`config.mk`:
```
export PLATFORM = sky130hd
export DESIGN_NAME = handshake_sequencer
export DESIGN_NICKNAME = d
export VERILOG_FILES = /design/src/design/hseq_pkg.sv /design/src/design/hseq_cfg.sv /design/src/design/hseq_core.sv /design/src/design/handshake_sequencer.sv
export SDC_FILE = /design/constraint.sdc
export NUM_CORES = 1
export LEC_CHECK = 0
export ABC_AREA = 1
export BUFFER_PORTS_ARGS = -buffer_cell sky130_fd_sc_hd__buf_2
export CORE_ASPECT_RATIO = 0.7
export CORE_MARGIN = 2
export CORE_UTILIZATION = 57
export CTS_BUF_LIST = sky130_fd_sc_hd__clkbuf_8 sky130_fd_sc_hd__clkbuf_16
export CTS_CLUSTER_SIZE = 20
export DETAILED_ROUTE_END_ITERATION = 10
export PLACE_DENSITY = 0.78
export SLEW_MARGIN = 30
export SYNTH_ARGS = -nofsm -noshare
export SYNTH_HDL_FRONTEND = slang
export SYNTH_SLANG_ARGS = --single-unit
```
`constraint.sdc`:
```
create_clock -name clk -period 3.1 [get_ports clk]
set_clock_uncertainty 0.1 [all_clocks]
set_input_delay 0.31 -clock clk [delete_from_list [all_inputs] [get_ports clk]]
set_output_delay 0.31 -clock clk [all_outputs]
set_load 0.01 [all_outputs]
```
`src/design/hseq_pkg.sv`:
```
// shared types, codes and constants of the link bring-up sequencer
package hseq_pkg;

    // longest frame counted, longer frames are clipped to this length
    localparam int unsigned MAX_FRAME_BYTES = 160;
    localparam logic [7:0]  MIN_FRAME_BYTES = 8'd3;
    localparam logic [7:0]  PREVIEW_MIN_BYTES = 8'd9;

    localparam int unsigned CNT_W = 12;
    localparam logic [CNT_W-1:0] CNT_MAX = {CNT_W{1'b1}};

    localparam logic [CNT_W-1:0] OFFLINE_LIMIT_RST = 12'd1500;
    localparam logic [CNT_W-1:0] RETRY_PERIOD_RST  = 12'd3000;
    localparam logic [CNT_W-1:0] CHAL_WAIT_RST     = 12'd100;

    // register word indexes on the configuration port
    localparam logic [1:0] REG_OFFLINE_LIMIT = 2'd0;
    localparam logic [1:0] REG_RETRY_PERIOD  = 2'd1;
    localparam logic [1:0] REG_CHAL_WAIT     = 2'd2;

    // request kinds
    localparam logic [1:0] KIND_FRAME = 2'd0;
    localparam logic [1:0] KIND_TICK  = 2'd1;
    localparam logic [1:0] KIND_START = 2'd2;

    // frame type, object and sub codes
    localparam logic [7:0] TYPE_FB = 8'hFB;
    localparam logic [7:0] TYPE_AF = 8'hAF;
    localparam logic [7:0] TYPE_F9 = 8'hF9;
    localparam logic [7:0] TYPE_FC = 8'hFC;
    localparam logic [7:0] TYPE_F2 = 8'hF2;
    localparam logic [7:0] TYPE_F5 = 8'hF5;
    localparam logic [7:0] TYPE_FA = 8'hFA;
    localparam logic [7:0] TYPE_FD = 8'hFD;
    localparam logic [7:0] OBJ_ACK0  = 8'h2A;
    localparam logic [7:0] OBJ_FINAL = 8'h2B;
    localparam logic [7:0] OBJ_33    = 8'h33;
    localparam logic [7:0] SUB_RESYNC = 8'h02;
    localparam logic [7:0] SUB_SNAP   = 8'h04;
    localparam logic [7:0] SUB_SLOT2  = 8'h07;
    localparam logic [7:0] SUB_TONE   = 8'h09;

    // packet codes to send
    localparam logic [3:0] SEND_NONE  = 4'd0;
    localparam logic [3:0] SEND_PKT0  = 4'd1;
    localparam logic [3:0] SEND_PKT1  = 4'd2;
    localparam logic [3:0] SEND_PKT2  = 4'd3;
    localparam logic [3:0] SEND_PKT3  = 4'd4;
    localparam logic [3:0] SEND_PKT4  = 4'd5;
    localparam logic [3:0] SEND_PKT5  = 4'd6;
    localparam logic [3:0] SEND_PKT6  = 4'd7;
    localparam logic [3:0] SEND_PKT7  = 4'd8;
    localparam logic [3:0] SEND_REPLY = 4'd9;

    typedef enum logic [3:0] {
        ST_IDLE  = 4'd0,
        ST_ACK0  = 4'd1,
        ST_BLOB  = 4'd2,
        ST_SNAP  = 4'd3,
        ST_FC    = 4'd4,
        ST_F2    = 4'd5,
        ST_SLOT2 = 4'd6,
        ST_TONE  = 4'd7,
        ST_FINAL = 4'd8,
        ST_CHAL  = 4'd9,
        ST_READY = 4'd10
    } hseq_state_t;

    typedef struct packed {
        logic [CNT_W-1:0] offline_limit_ms;
        logic [CNT_W-1:0] retry_period_ms;
        logic [CNT_W-1:0] challenge_wait_ms;
    } hseq_cfg_t;

    typedef struct packed {
        logic [1:0] kind;
        logic [7:0] frame_type;
        logic [7:0] object_id;
        logic [7:0] sub_id;
        logic [7:0] frame_length;
    } hseq_item_t;

    typedef struct packed {
        logic [3:0]  send_packet;
        logic        link_ready;
        logic        seq_locked;
        hseq_state_t seq_state;
    } hseq_result_t;

endpackage

```
`src/design/hseq_cfg.sv`:
```
// configuration registers behind the apb port
module hseq_cfg (
    input  logic              clk,
    input  logic              rst_n,
    input  logic              psel,
    input  logic              penable,
    input  logic              pwrite,
    input  logic [3:0]        paddr,
    input  logic [31:0]       pwdata,
    output logic [31:0]       prdata,
    output logic              pready,
    output hseq_pkg::hseq_cfg_t cfg
);

    hseq_pkg::hseq_cfg_t cfg_reg;
    logic                wr_en;
    logic [1:0]          word_idx;

    assign pready   = 1'b1;
    assign word_idx = paddr[3:2];
    assign wr_en    = psel && penable && pwrite && pready;
    assign cfg      = cfg_reg;

    always_ff @(posedge clk or negedge rst_n)
    begin
        if (!rst_n)
        begin
            cfg_reg.offline_limit_ms  <= hseq_pkg::OFFLINE_LIMIT_RST;
            cfg_reg.retry_period_ms   <= hseq_pkg::RETRY_PERIOD_RST;
            cfg_reg.challenge_wait_ms <= hseq_pkg::CHAL_WAIT_RST;
        end
        else if (wr_en)
        begin
            unique case (word_idx)
                hseq_pkg::REG_OFFLINE_LIMIT: cfg_reg.offline_limit_ms  <= pwdata[11:0];
                hseq_pkg::REG_RETRY_PERIOD:  cfg_reg.retry_period_ms   <= pwdata[11:0];
                hseq_pkg::REG_CHAL_WAIT:     cfg_reg.challenge_wait_ms <= pwdata[11:0];
                default: ;
            endcase
        end
    end

    always_comb
    begin
        unique case (word_idx)
            hseq_pkg::REG_OFFLINE_LIMIT: prdata = {20'd0, cfg_reg.offline_limit_ms};
            hseq_pkg::REG_RETRY_PERIOD:  prdata = {20'd0, cfg_reg.retry_period_ms};
            hseq_pkg::REG_CHAL_WAIT:     prdata = {20'd0, cfg_reg.challenge_wait_ms};
            default:                     prdata = 32'd0;
        endcase
    end

endmodule

```
`src/design/hseq_core.sv`:
```
// sequencer state, timers and the per-request update
module hseq_core (
    input  logic                   clk,
    input  logic                   rst_n,
    input  logic                   fire,
    input  hseq_pkg::hseq_item_t   item,
    input  hseq_pkg::hseq_cfg_t    cfg,
    output hseq_pkg::hseq_result_t result
);

    hseq_pkg::hseq_state_t state_reg, state_next;
    logic ready_reg, ready_next;
    logic locked_reg, locked_next;
    logic prog_reg, prog_next;
    logic online_reg, online_next;
    logic [hseq_pkg::CNT_W-1:0] start_cnt_reg, start_cnt_next;
    logic [hseq_pkg::CNT_W-1:0] retry_cnt_reg, retry_cnt_next;
    logic [hseq_pkg::CNT_W-1:0] ack_cnt_reg, ack_cnt_next;

    logic [hseq_pkg::CNT_W-1:0] start_inc, retry_inc, ack_inc;
    logic [7:0] len_eff;
    logic [3:0] send;
    logic       do_restart;
    logic       is_preview;
    logic       is_resync;

    assign start_inc = (start_cnt_reg == hseq_pkg::CNT_MAX) ? start_cnt_reg
                                                            : start_cnt_reg + 1'b1;
    assign retry_inc = (retry_cnt_reg == hseq_pkg::CNT_MAX) ? retry_cnt_reg
                                                            : retry_cnt_reg + 1'b1;
    assign ack_inc   = (ack_cnt_reg == hseq_pkg::CNT_MAX) ? ack_cnt_reg
                                                          : ack_cnt_reg + 1'b1;

    assign len_eff = (item.frame_length > 8'(hseq_pkg::MAX_FRAME_BYTES))
                     ? 8'(hseq_pkg::MAX_FRAME_BYTES) : item.frame_length;

    // colour preview marks online but never moves the sequence
    assign is_preview = (item.frame_type == hseq_pkg::TYPE_FA)
                     && (item.object_id == hseq_pkg::OBJ_33)
                     && (len_eff >= hseq_pkg::PREVIEW_MIN_BYTES);
    assign is_resync  = (item.frame_type == hseq_pkg::TYPE_FD)
                     && (item.object_id == hseq_pkg::OBJ_33)
                     && (item.sub_id == hseq_pkg::SUB_RESYNC);

    always_ff @(posedge clk or negedge rst_n)
    begin
        if (!rst_n)
        begin
            state_reg     <= hseq_pkg::ST_IDLE;
            ready_reg     <= 1'b0;
            locked_reg    <= 1'b0;
            prog_reg      <= 1'b0;
            online_reg    <= 1'b0;
            start_cnt_reg <= '0;
            retry_cnt_reg <= '0;
            ack_cnt_reg   <= '0;
        end
        else if (fire)
        begin
            state_reg     <= state_next;
            ready_reg     <= ready_next;
            locked_reg    <= locked_next;
            prog_reg      <= prog_next;
            online_reg    <= online_next;
            start_cnt_reg <= start_cnt_next;
            retry_cnt_reg <= retry_cnt_next;
            ack_cnt_reg   <= ack_cnt_next;
        end
    end

    always_comb
    begin
        state_next     = state_reg;
        ready_next     = ready_reg;
        locked_next    = locked_reg;
        prog_next      = prog_reg;
        online_next    = online_reg;
        start_cnt_next = start_cnt_reg;
        retry_cnt_next = retry_cnt_reg;
        ack_cnt_next   = ack_cnt_reg;
        send           = hseq_pkg::SEND_NONE;
        do_restart     = 1'b0;

        unique case (item.kind)
            hseq_pkg::KIND_FRAME:
            begin
                if (len_eff >= hseq_pkg::MIN_FRAME_BYTES)
                begin
                    if (item.frame_type != hseq_pkg::TYPE_FD)
                        online_next = 1'b1;
                    if (is_preview)
                        send = hseq_pkg::SEND_NONE;
                    else if (is_resync)
                        do_restart = 1'b1;
                    else if (!locked_reg)
                    begin
                        unique case (state_reg)
                            hseq_pkg::ST_ACK0:
                                if (item.frame_type == hseq_pkg::TYPE_FB
                                    && item.object_id == hseq_pkg::OBJ_ACK0)
                                begin
                                    send = hseq_pkg::SEND_PKT1;
                                    state_next = hseq_pkg::ST_BLOB;
                                end
                            hseq_pkg::ST_BLOB:
                                if (item.frame_type == hseq_pkg::TYPE_AF)
                                begin
                                    send = hseq_pkg::SEND_PKT2;
                                    state_next = hseq_pkg::ST_SNAP;
                                end
                            hseq_pkg::ST_SNAP:
                                if (item.frame_type == hseq_pkg::TYPE_F9
                                    && item.sub_id == hseq_pkg::SUB_SNAP)
                                begin
                                    send = hseq_pkg::SEND_PKT3;
                                    state_next = hseq_pkg::ST_FC;
                                end
                            hseq_pkg::ST_FC:
                                if (item.frame_type == hseq_pkg::TYPE_FC)
                                begin
                                    send = hseq_pkg::SEND_PKT4;
                                    state_next = hseq_pkg::ST_F2;
                                end
                            hseq_pkg::ST_F2:
                                if (item.frame_type == hseq_pkg::TYPE_F2)
                                begin
                                    send = hseq_pkg::SEND_PKT5;
                                    state_next = hseq_pkg::ST_SLOT2;
                                end
                            hseq_pkg::ST_SLOT2:
                                if (item.frame_type == hseq_pkg::TYPE_F9
                                    && item.sub_id == hseq_pkg::SUB_SLOT2)
                                begin
                                    send = hseq_pkg::SEND_PKT6;
                                    state_next = hseq_pkg::ST_TONE;
                                end
                            hseq_pkg::ST_TONE:
                                if (item.frame_type == hseq_pkg::TYPE_F5
                                    && item.sub_id == hseq_pkg::SUB_TONE)
                                begin
                                    send = hseq_pkg::SEND_PKT7;
                                    state_next = hseq_pkg::ST_FINAL;
                                end
                            hseq_pkg::ST_FINAL:
                                if (item.frame_type == hseq_pkg::TYPE_FB
                                    && item.object_id == hseq_pkg::OBJ_FINAL)
                                begin
                                    ready_next   = 1'b1;
                                    prog_next    = 1'b0;
                                    ack_cnt_next = '0;
                                    state_next   = hseq_pkg::ST_CHAL;
                                end
                            hseq_pkg::ST_CHAL:
                            begin
                                if (item.frame_type == hseq_pkg::TYPE_FD
                                    && item.object_id == hseq_pkg::OBJ_33)
                                    send = hseq_pkg::SEND_REPLY;
                                // a reply, or a late frame past the window, ends the wait
                                if (send == hseq_pkg::SEND_REPLY
                                    || ack_cnt_reg > cfg.challenge_wait_ms)
                                begin
                                    locked_next = 1'b1;
                                    prog_next   = 1'b0;
                                    state_next  = hseq_pkg::ST_READY;
                                end
                            end
                            default: ;
                        endcase
                    end
                end
            end
            hseq_pkg::KIND_TICK:
            begin
                start_cnt_next = start_inc;
                retry_cnt_next = retry_inc;
                ack_cnt_next   = ack_inc;
                // offline back-off
                if (prog_reg && !online_reg && start_inc > cfg.offline_limit_ms)
                begin
                    prog_next   = 1'b0;
                    locked_next = 1'b1;
                    state_next  = hseq_pkg::ST_IDLE;
                end
                if (!ready_reg && !online_reg && retry_inc > cfg.retry_period_ms)
                begin
                    do_restart     = 1'b1;
                    retry_cnt_next = '0;
                end
            end
            hseq_pkg::KIND_START:
                do_restart = 1'b1;
            default: ;
        endcase

        if (do_restart)
        begin
            online_next    = 1'b0;
            start_cnt_next = '0;
            ready_next     = 1'b0;
            locked_next    = 1'b0;
            prog_next      = 1'b1;
            state_next     = hseq_pkg::ST_ACK0;
            send           = hseq_pkg::SEND_PKT0;
        end

        result.send_packet = send;
        result.link_ready  = ready_next;
        result.seq_locked  = locked_next;
        result.seq_state   = state_next;
    end

endmodule

```
`src/design/handshake_sequencer.sv`:
```
// link bring-up sequencer top level: request and result registers around the core
// an accepted request waits in the request register, its result in the result register
// throughput: one request per cycle if m_tready holds; the update is a single hseq_core pass
// the result register and the request register let both sides stall independently
// reset: rst_n asynchronous, clears both valid flags, the sequencer state and the timers,
// and loads the configuration registers with their defaults
module handshake_sequencer (
    input  logic        clk,
    input  logic        rst_n,
    input  logic        s_tvalid,
    output logic        s_tready,
    input  logic [31:0] s_tdata,  // frame_type, object_id, sub_id, frame_length
    input  logic [1:0]  s_tuser,  // kind
    output logic        m_tvalid,
    input  logic        m_tready,
    output logic [15:0] m_tdata,  // send_packet, link_ready, seq_locked, seq_state, zero pad
    input  logic        psel,
    input  logic        penable,
    input  logic        pwrite,
    input  logic [3:0]  paddr,
    input  logic [31:0] pwdata,
    output logic [31:0] prdata,
    output logic        pready
);

    hseq_pkg::hseq_cfg_t    cfg;
    hseq_pkg::hseq_item_t   item_reg;
    hseq_pkg::hseq_result_t result;
    hseq_pkg::hseq_result_t out_reg;
    logic                   item_valid_reg;
    logic                   out_valid_reg;
    logic                   advance;
    logic                   s_fire;

    assign advance  = item_valid_reg && (!out_valid_reg || m_tready);
    assign s_tready = !item_valid_reg || advance;
    assign s_fire   = s_tvalid && s_tready;

    hseq_cfg u_cfg (
        .clk     (clk),
        .rst_n   (rst_n),
        .psel    (psel),
        .penable (penable),
        .pwrite  (pwrite),
        .paddr   (paddr),
        .pwdata  (pwdata),
        .prdata  (prdata),
        .pready  (pready),
        .cfg     (cfg)
    );

    hseq_core u_core (
        .clk    (clk),
        .rst_n  (rst_n),
        .fire   (advance),
        .item   (item_reg),
        .cfg    (cfg),
        .result (result)
    );

    always_ff @(posedge clk or negedge rst_n)
    begin
        if (!rst_n)
        begin
            item_valid_reg <= 1'b0;
            out_valid_reg  <= 1'b0;
        end
        else
        begin
            if (s_fire)
                item_valid_reg <= 1'b1;
            else if (advance)
                item_valid_reg <= 1'b0;

            if (advance)
                out_valid_reg <= 1'b1;
            else if (m_tready)
                out_valid_reg <= 1'b0;
        end
    end

    always_ff @(posedge clk)
    begin
        if (s_fire)
        begin
            item_reg.kind         <= s_tuser;
            item_reg.frame_type   <= s_tdata[7:0];
            item_reg.object_id    <= s_tdata[15:8];
            item_reg.sub_id       <= s_tdata[23:16];
            item_reg.frame_length <= s_tdata[31:24];
        end
        if (advance)
            out_reg <= result;
    end

    assign m_tvalid = out_valid_reg;
    assign m_tdata  = {6'd0, out_reg.seq_state, out_reg.seq_locked,
                       out_reg.link_ready, out_reg.send_packet};

    // ready state is only reached through the challenge, with the link up and locked
    a_ready_flags: assert property (@(posedge clk) disable iff (!rst_n)
        out_valid_reg && out_reg.seq_state == hseq_pkg::ST_READY
        |-> out_reg.link_ready && out_reg.seq_locked)
        else $error("ready state without ready and locked flags");

    // the challenge reply always ends in the ready state
    a_reply_ready: assert property (@(posedge clk) disable iff (!rst_n)
        out_valid_reg && out_reg.send_packet == hseq_pkg::SEND_REPLY
        |-> out_reg.seq_state == hseq_pkg::ST_READY)
        else $error("challenge reply outside the ready state");

    // a restart packet comes with a fresh, unlocked sequence
    a_restart: assert property (@(posedge clk) disable iff (!rst_n)
        out_valid_reg && out_reg.send_packet == hseq_pkg::SEND_PKT0
        |-> out_reg.seq_state == hseq_pkg::ST_ACK0 && !out_reg.link_ready
            && !out_reg.seq_locked)
        else $error("restart packet with stale sequence state");

    // every request that leaves the input register produces a result
    a_result_follows: assert property (@(posedge clk) disable iff (!rst_n)
        advance |=> out_valid_reg)
        else $error("request processed without a result");

endmodule

```
Yosys cells after proc, flatten, opt, wreduce, memory -nomap -nowiden
Cells that the tools add are included.
Widths: inputs -> output; s select.
{"block": "totals", "register_bits": 126, "elab_cells": 217}
{"block": "op_classes", "muxes": 92, "eq_ne": 48, "reduce_logical": 43, "n_addsub": 3, "bitwise_logic": 2, "magnitude_cmp": 6}
{"cell": "$mux 12", "count": 12}
{"cell": "$mux 4", "count": 23}
{"cell": "$eq 8x8->1 const B", "count": 8}
{"cell": "$mux 1", "count": 41}
{"cell": "$add 12x1->12 const B", "count": 3}
{"cell": "$eq 12x12->1 const B", "count": 3}
{"cell": "$gt 12x12->1", "count": 3}
{"cell": "$pmux 12 s3", "count": 1}
{"cell": "$pmux 4 s9", "count": 1}
{"cell": "$pmux 4 s8", "count": 1}
{"cell": "$eq 8x6->1 const B", "count": 3}
{"cell": "$pmux 12 s2", "count": 1}
{"cell": "$logic_and 1x1->1", "count": 17}
{"cell": "$eq 4x3->1 const B", "count": 4}
{"cell": "$eq 8x3->1 const B", "count": 2}
{"cell": "$reduce_bool 2->1", "count": 7}
{"cell": "$eq 4x4->1 const B", "count": 3}
{"cell": "$mux 3", "count": 4}
{"cell": "$ne 4x2->1 const B", "count": 3}
{"cell": "$ne 2x2->1 const B", "count": 5}
{"cell": "$reduce_and 10->1", "count": 1}
{"cell": "$reduce_and 2->1", "count": 5}
{"cell": "$reduce_and 9->1", "count": 1}
{"cell": "$eq 4x2->1 const B", "count": 2}
{"cell": "25 further kinds", "count": 40}

Logic depth before layout (Yosys ltp)
{"block": "logic_depth", "ltp_word": 19, "depth_mapped": 25}

Cells and area by module
From an unflattened synthesis, not the netlist that was laid out.
{"block": "hier_totals", "cells_unflattened": 1047, "hier_area_um2": 8029.0}
{"mod": "hseq_core", "cells_each": 742, "area_each_um2": 4643.2, "n_inst": 1, "seq_area_each_um2": 1101.1}
{"mod": "hseq_cfg", "cells_each": 242, "area_each_um2": 1920.6, "n_inst": 1, "seq_area_each_um2": 922.1}
{"mod": "handshake_sequencer", "cells_each": 63, "area_each_um2": 1465.2, "n_inst": 1, "seq_area_each_um2": 1371.3}

Worst setup path before layout
No wires, ideal clock.
{"block": "synth_path", "kind": "register -> register", "start": "register u_core.start_cnt_reg[0] in the netlist's numbering", "end": "register out_reg, in the netlist m_tdata[6], data pin", "stages_incl_launch_ff": 23, "period_less_slack_ns": 2.781, "arrival_time_ns": 2.421, "path_buffers": 0, "path_slack_ns": 0.319, "required_time_ns": 2.740, "cell_sequence": "dfrtp_1 > ha_1 > nand3_1 > nor2_1 > nand2_1 > nor2_2 > nand2_1 > inv_1 > nand2_2 > a21oi_1 > inv_1 > ha_1 > inv_1 > nor2_1 > nor2_1 > o21ai_0 > nand2_1 > nand3_1 > nand2_1 > nand2_1 > nand2_1 > a21oi_1 > nand2_1"}
{"item": "start, declared", "line_no": "hseq_core.sv:16", "text": "logic [hseq_pkg::CNT_W-1:0] start_cnt_reg, start_cnt_next;"}
{"item": "start signal, assigned", "line_no": "hseq_core.sv:65", "text": "start_cnt_reg <= start_cnt_next;"}
{"item": "end signal, assigned", "line_no": "handshake_sequencer.sv:93", "text": "out_reg <= result;"}
{"item": "end, declared", "line_no": "handshake_sequencer.sv:29", "text": "hseq_pkg::hseq_result_t out_reg;"}

==> results.yml <==
outcome:
  status: "finished, violations left"
  violations: "negative setup slack"
layout:
  area_growth_pct: 24.60
  largest_reg_flops: 36
  diodes: 0
  fin_area_um2: 9641
  finalNetCount: 1239
  num-fill-cells: 1020
  drive_gt1_share_pct: 22.27
  instances_no_fill: 1321
global_route:
  grt_max_degree: 83
  grt_pass1_wl_um: 30840
  globalRouteOverflowTotal: 0
  grt_pass1_vias: 6303
  gr-usage-all-layers_pct: 27.56
  antenna_found_initial: 0
detailed_routing:
  num_vias: 6930
  wire_per_inst_um: 14.61
  ant_nets: 0
  drt_iter0_markers: 466
  routed_wl_um: 19300
  drtPass1Iterations: 7
  viasPerCell: 5.246
  post-route-drc-count: 0
yosys:
  seq_area_frac_synth_pct: 43.87
  synth_edf_count: 44
  synth_area_leader_cell: "dfrtp_1"
  synthTopCellsByCount: "nand2_1, inv_1, nor2_1, o21ai_0, dfrtp_1"
  ys_ff_latch: 126
  ys_async_sr_fraction_pct: 65.08
  syn-cell-area_um2: 7737
  syn_avg_cell_area_um2: 7.969
  synth_top_area_share_pct: 21.02
  synth_flop_cell: "dfrtp_1"
  synth_cells: 971
  yosys_warnings: 0
  synth.area.top_cells: "dfrtp_1, edfxtp_1, nand2_1"
  yosysMostFrequentCell: "nand2_1"
  yosysUniqueCellTypes: 46
timing:
  setup_viol: 29
  final.setup.tns_ns: -0.7067
  min_period_ns: 3.174
  slew_headroom_pct: 49.59
  rsz0062_at_grt: "yes"
  clock.fmax_mhz: 315.0
  min_period_over_period_pct: 102.4
  worstMarginPinSlew_ns: 0.7562
  setup_slack_ns: -0.07438
  hold_viol: 0
  report.final.slew_viol_count: 0
worst_setup_path:
  slowest_stage: "dfrtp_1"
  critPathMaxFanout: 6
  crit_chain: "nand2_1 > nor3_2 > nand2_1 > nor2_4 > nand3_4 > o21ai_0 > ha_1 > a21oi_1 > o21ai_0 > nand2_1 > nand3_2 > nand3_4 > buf_12 > nand3_4 > a21oi_2 > nand2_1"
  reg2reg_from: "u_core.retry_cnt_reg[2]"
  crit_path_start: "u_core.retry_cnt_reg[2]"
  critPathLaunchType: "register"
  end_kind: "register"
  cp.required_ns: 3.16
  cp_common_cell: "nand2_1"
  crit_arrival_ns: 3.23
  critPathKind: "register to register"
  critPathMaxStageDelay_ns: 0.45
placement:
  place_area_um2: 8412
  post-dp-hpwl_um: 13690
  port_buffers: 78
  gp_congestion: 0.9306
  dp.cells: 1246
clock_tree:
  cts_buffers: 17
  clock_sinks: 126
  clockRootBuffer: "clkbuf_16"
  clk_latency_ns: 0.42
  htreeDepth: 4
  clk_pin_slew_ns: 0.06
  cts_tree: "done"
  clockBufferDepth: 2
floorplanning:
  die_h_um: 101.5
  placement_rows: 35
  initial_core_util_pct: 58.51
  core_um2: 13230
  dieArea_um2: 14540
  die_x_um: 143.3
  pin_count: 128
power_and_ir_drop:
  power.density_nw_per_um2: 733.0
  leakage_nw: 4.639
  ir_worst_vdd_mv: 0.5739
worst_hold_path:
  hp-class: "input port to register"
  hold_start: "pwdata[7]"
run:
  timing.max_cap.violations: 0
==> layer usage <==
metal	track usage, %	wire length (µm)
met1	40.92	8883
met2	40.41	8484
met3	6.572	1604
met4	8.296	324
met5	0	0
==> final timing paths <==
kind	end	cells past startpoint	slack, ns
setup / recovery	m_tdata[6]	16	-0.07
hold / removal	u_cfg.cfg[19]	3	0.04
setup reg to reg	m_tdata[6]	16	-0.07
hold reg to reg	u_cfg.cfg[4]	2	0.39
max in group asynchronous	u_core.retry_cnt_reg[1]	2	1.91
min in group asynchronous	u_cfg.cfg[18]	2	0.40
==> worst max-delay path, delay by kind of cell, from the launching register on <==
kind                     cells  cell delay (ns)
adder cells (fa/ha/maj)      1             0.33
AO/OA/AOI/OAI                4             0.65
flip-flops                   1             0.45
buffers and inverters        1             0.11
AND/OR/NAND/NOR             10             1.26
==> cells by family after synthesis <==
kind of cell / synth area share [%]
other: 0.09706
xor gates and xnor gates: 2.038
buffers and inverters: 11.09
adders and majority gates: 6.307
muxes: 0.1294
AOI/OAI and AO/OA: 10.92
DFF: 43.87
and+or+nand+nor: 25.55
==> placed cells by master, fill, tap and decap left out, types with 17 or more instances in the layout <==
| master | count |
|---|---|
| nor2_1 | 77 |
| buf_2 | 77 |
| nand3_1 | 42 |
| o21ai_0 | 58 |
| clkbuf_16 | 17 |
| dfstp_2 | 17 |
| dlygate4sd3_1 | 36 |
| buf_4 | 32 |
| inv_1 | 141 |
| o21ai_1 | 26 |
| dfrtp_1 | 64 |
| a21oi_1 | 22 |
| ha_1 | 37 |
| edfxtp_1 | 44 |
| nand2_1 | 241 |
| conb_1 | 27 |
==> layout make-up <==
cell class	instances	area, µm²	share of cell area [%]
multi-input cells	678	3809	39.51
repair buffers	152	1082	11.23
well taps	185	231.5	2.401
clock inverters	15	136.4	1.415
inverters	148	560.5	5.814
clock buffers	17	425.4	4.413
flip-flops and latches	126	3396	35.22
==> repair_timing <==
| action | CTS | global route |
|---|---|---|
| buffers inserted | 1 | 5 |
| pin swaps | 2 | 22 |
| setup endpoints to repair | 30 | 39 |
| hold buffers | 36 | 0 |
| cloned | 0 | 1 |
| endpoints found under the hold margin | 100 | 0 |
| gates resized for setup | 9 | 62 |
==> report_power, final <==
group | leakage (nW) | internal [mW] | switching (mW) | total, mW
combinational | 2.93 | 1.09 | 1.63 | 2.72
clock | 0.278 | 1.11 | 0.800 | 1.91
sequential | 1.43 | 2.14 | 0.290 | 2.43
total | 4.64 | 4.34 | 2.72 | 7.07
==> metrics by stage <==
stage               setup slack, ns  hold slack (ns)  util (%)  power (mW)
floorplan                    0.3189         -0.08559         -       4.010
global placement           -0.01481           0.3555     63.58       4.661
detailed placement         -0.07855           0.3147     63.60       4.771
CTS                        -0.01498          0.03587     70.97       6.797
global route                -0.2552          0.06578     72.90       7.552
finish                     -0.07438          0.04224     72.90       7.066
(Power assumes the default switching activity.)
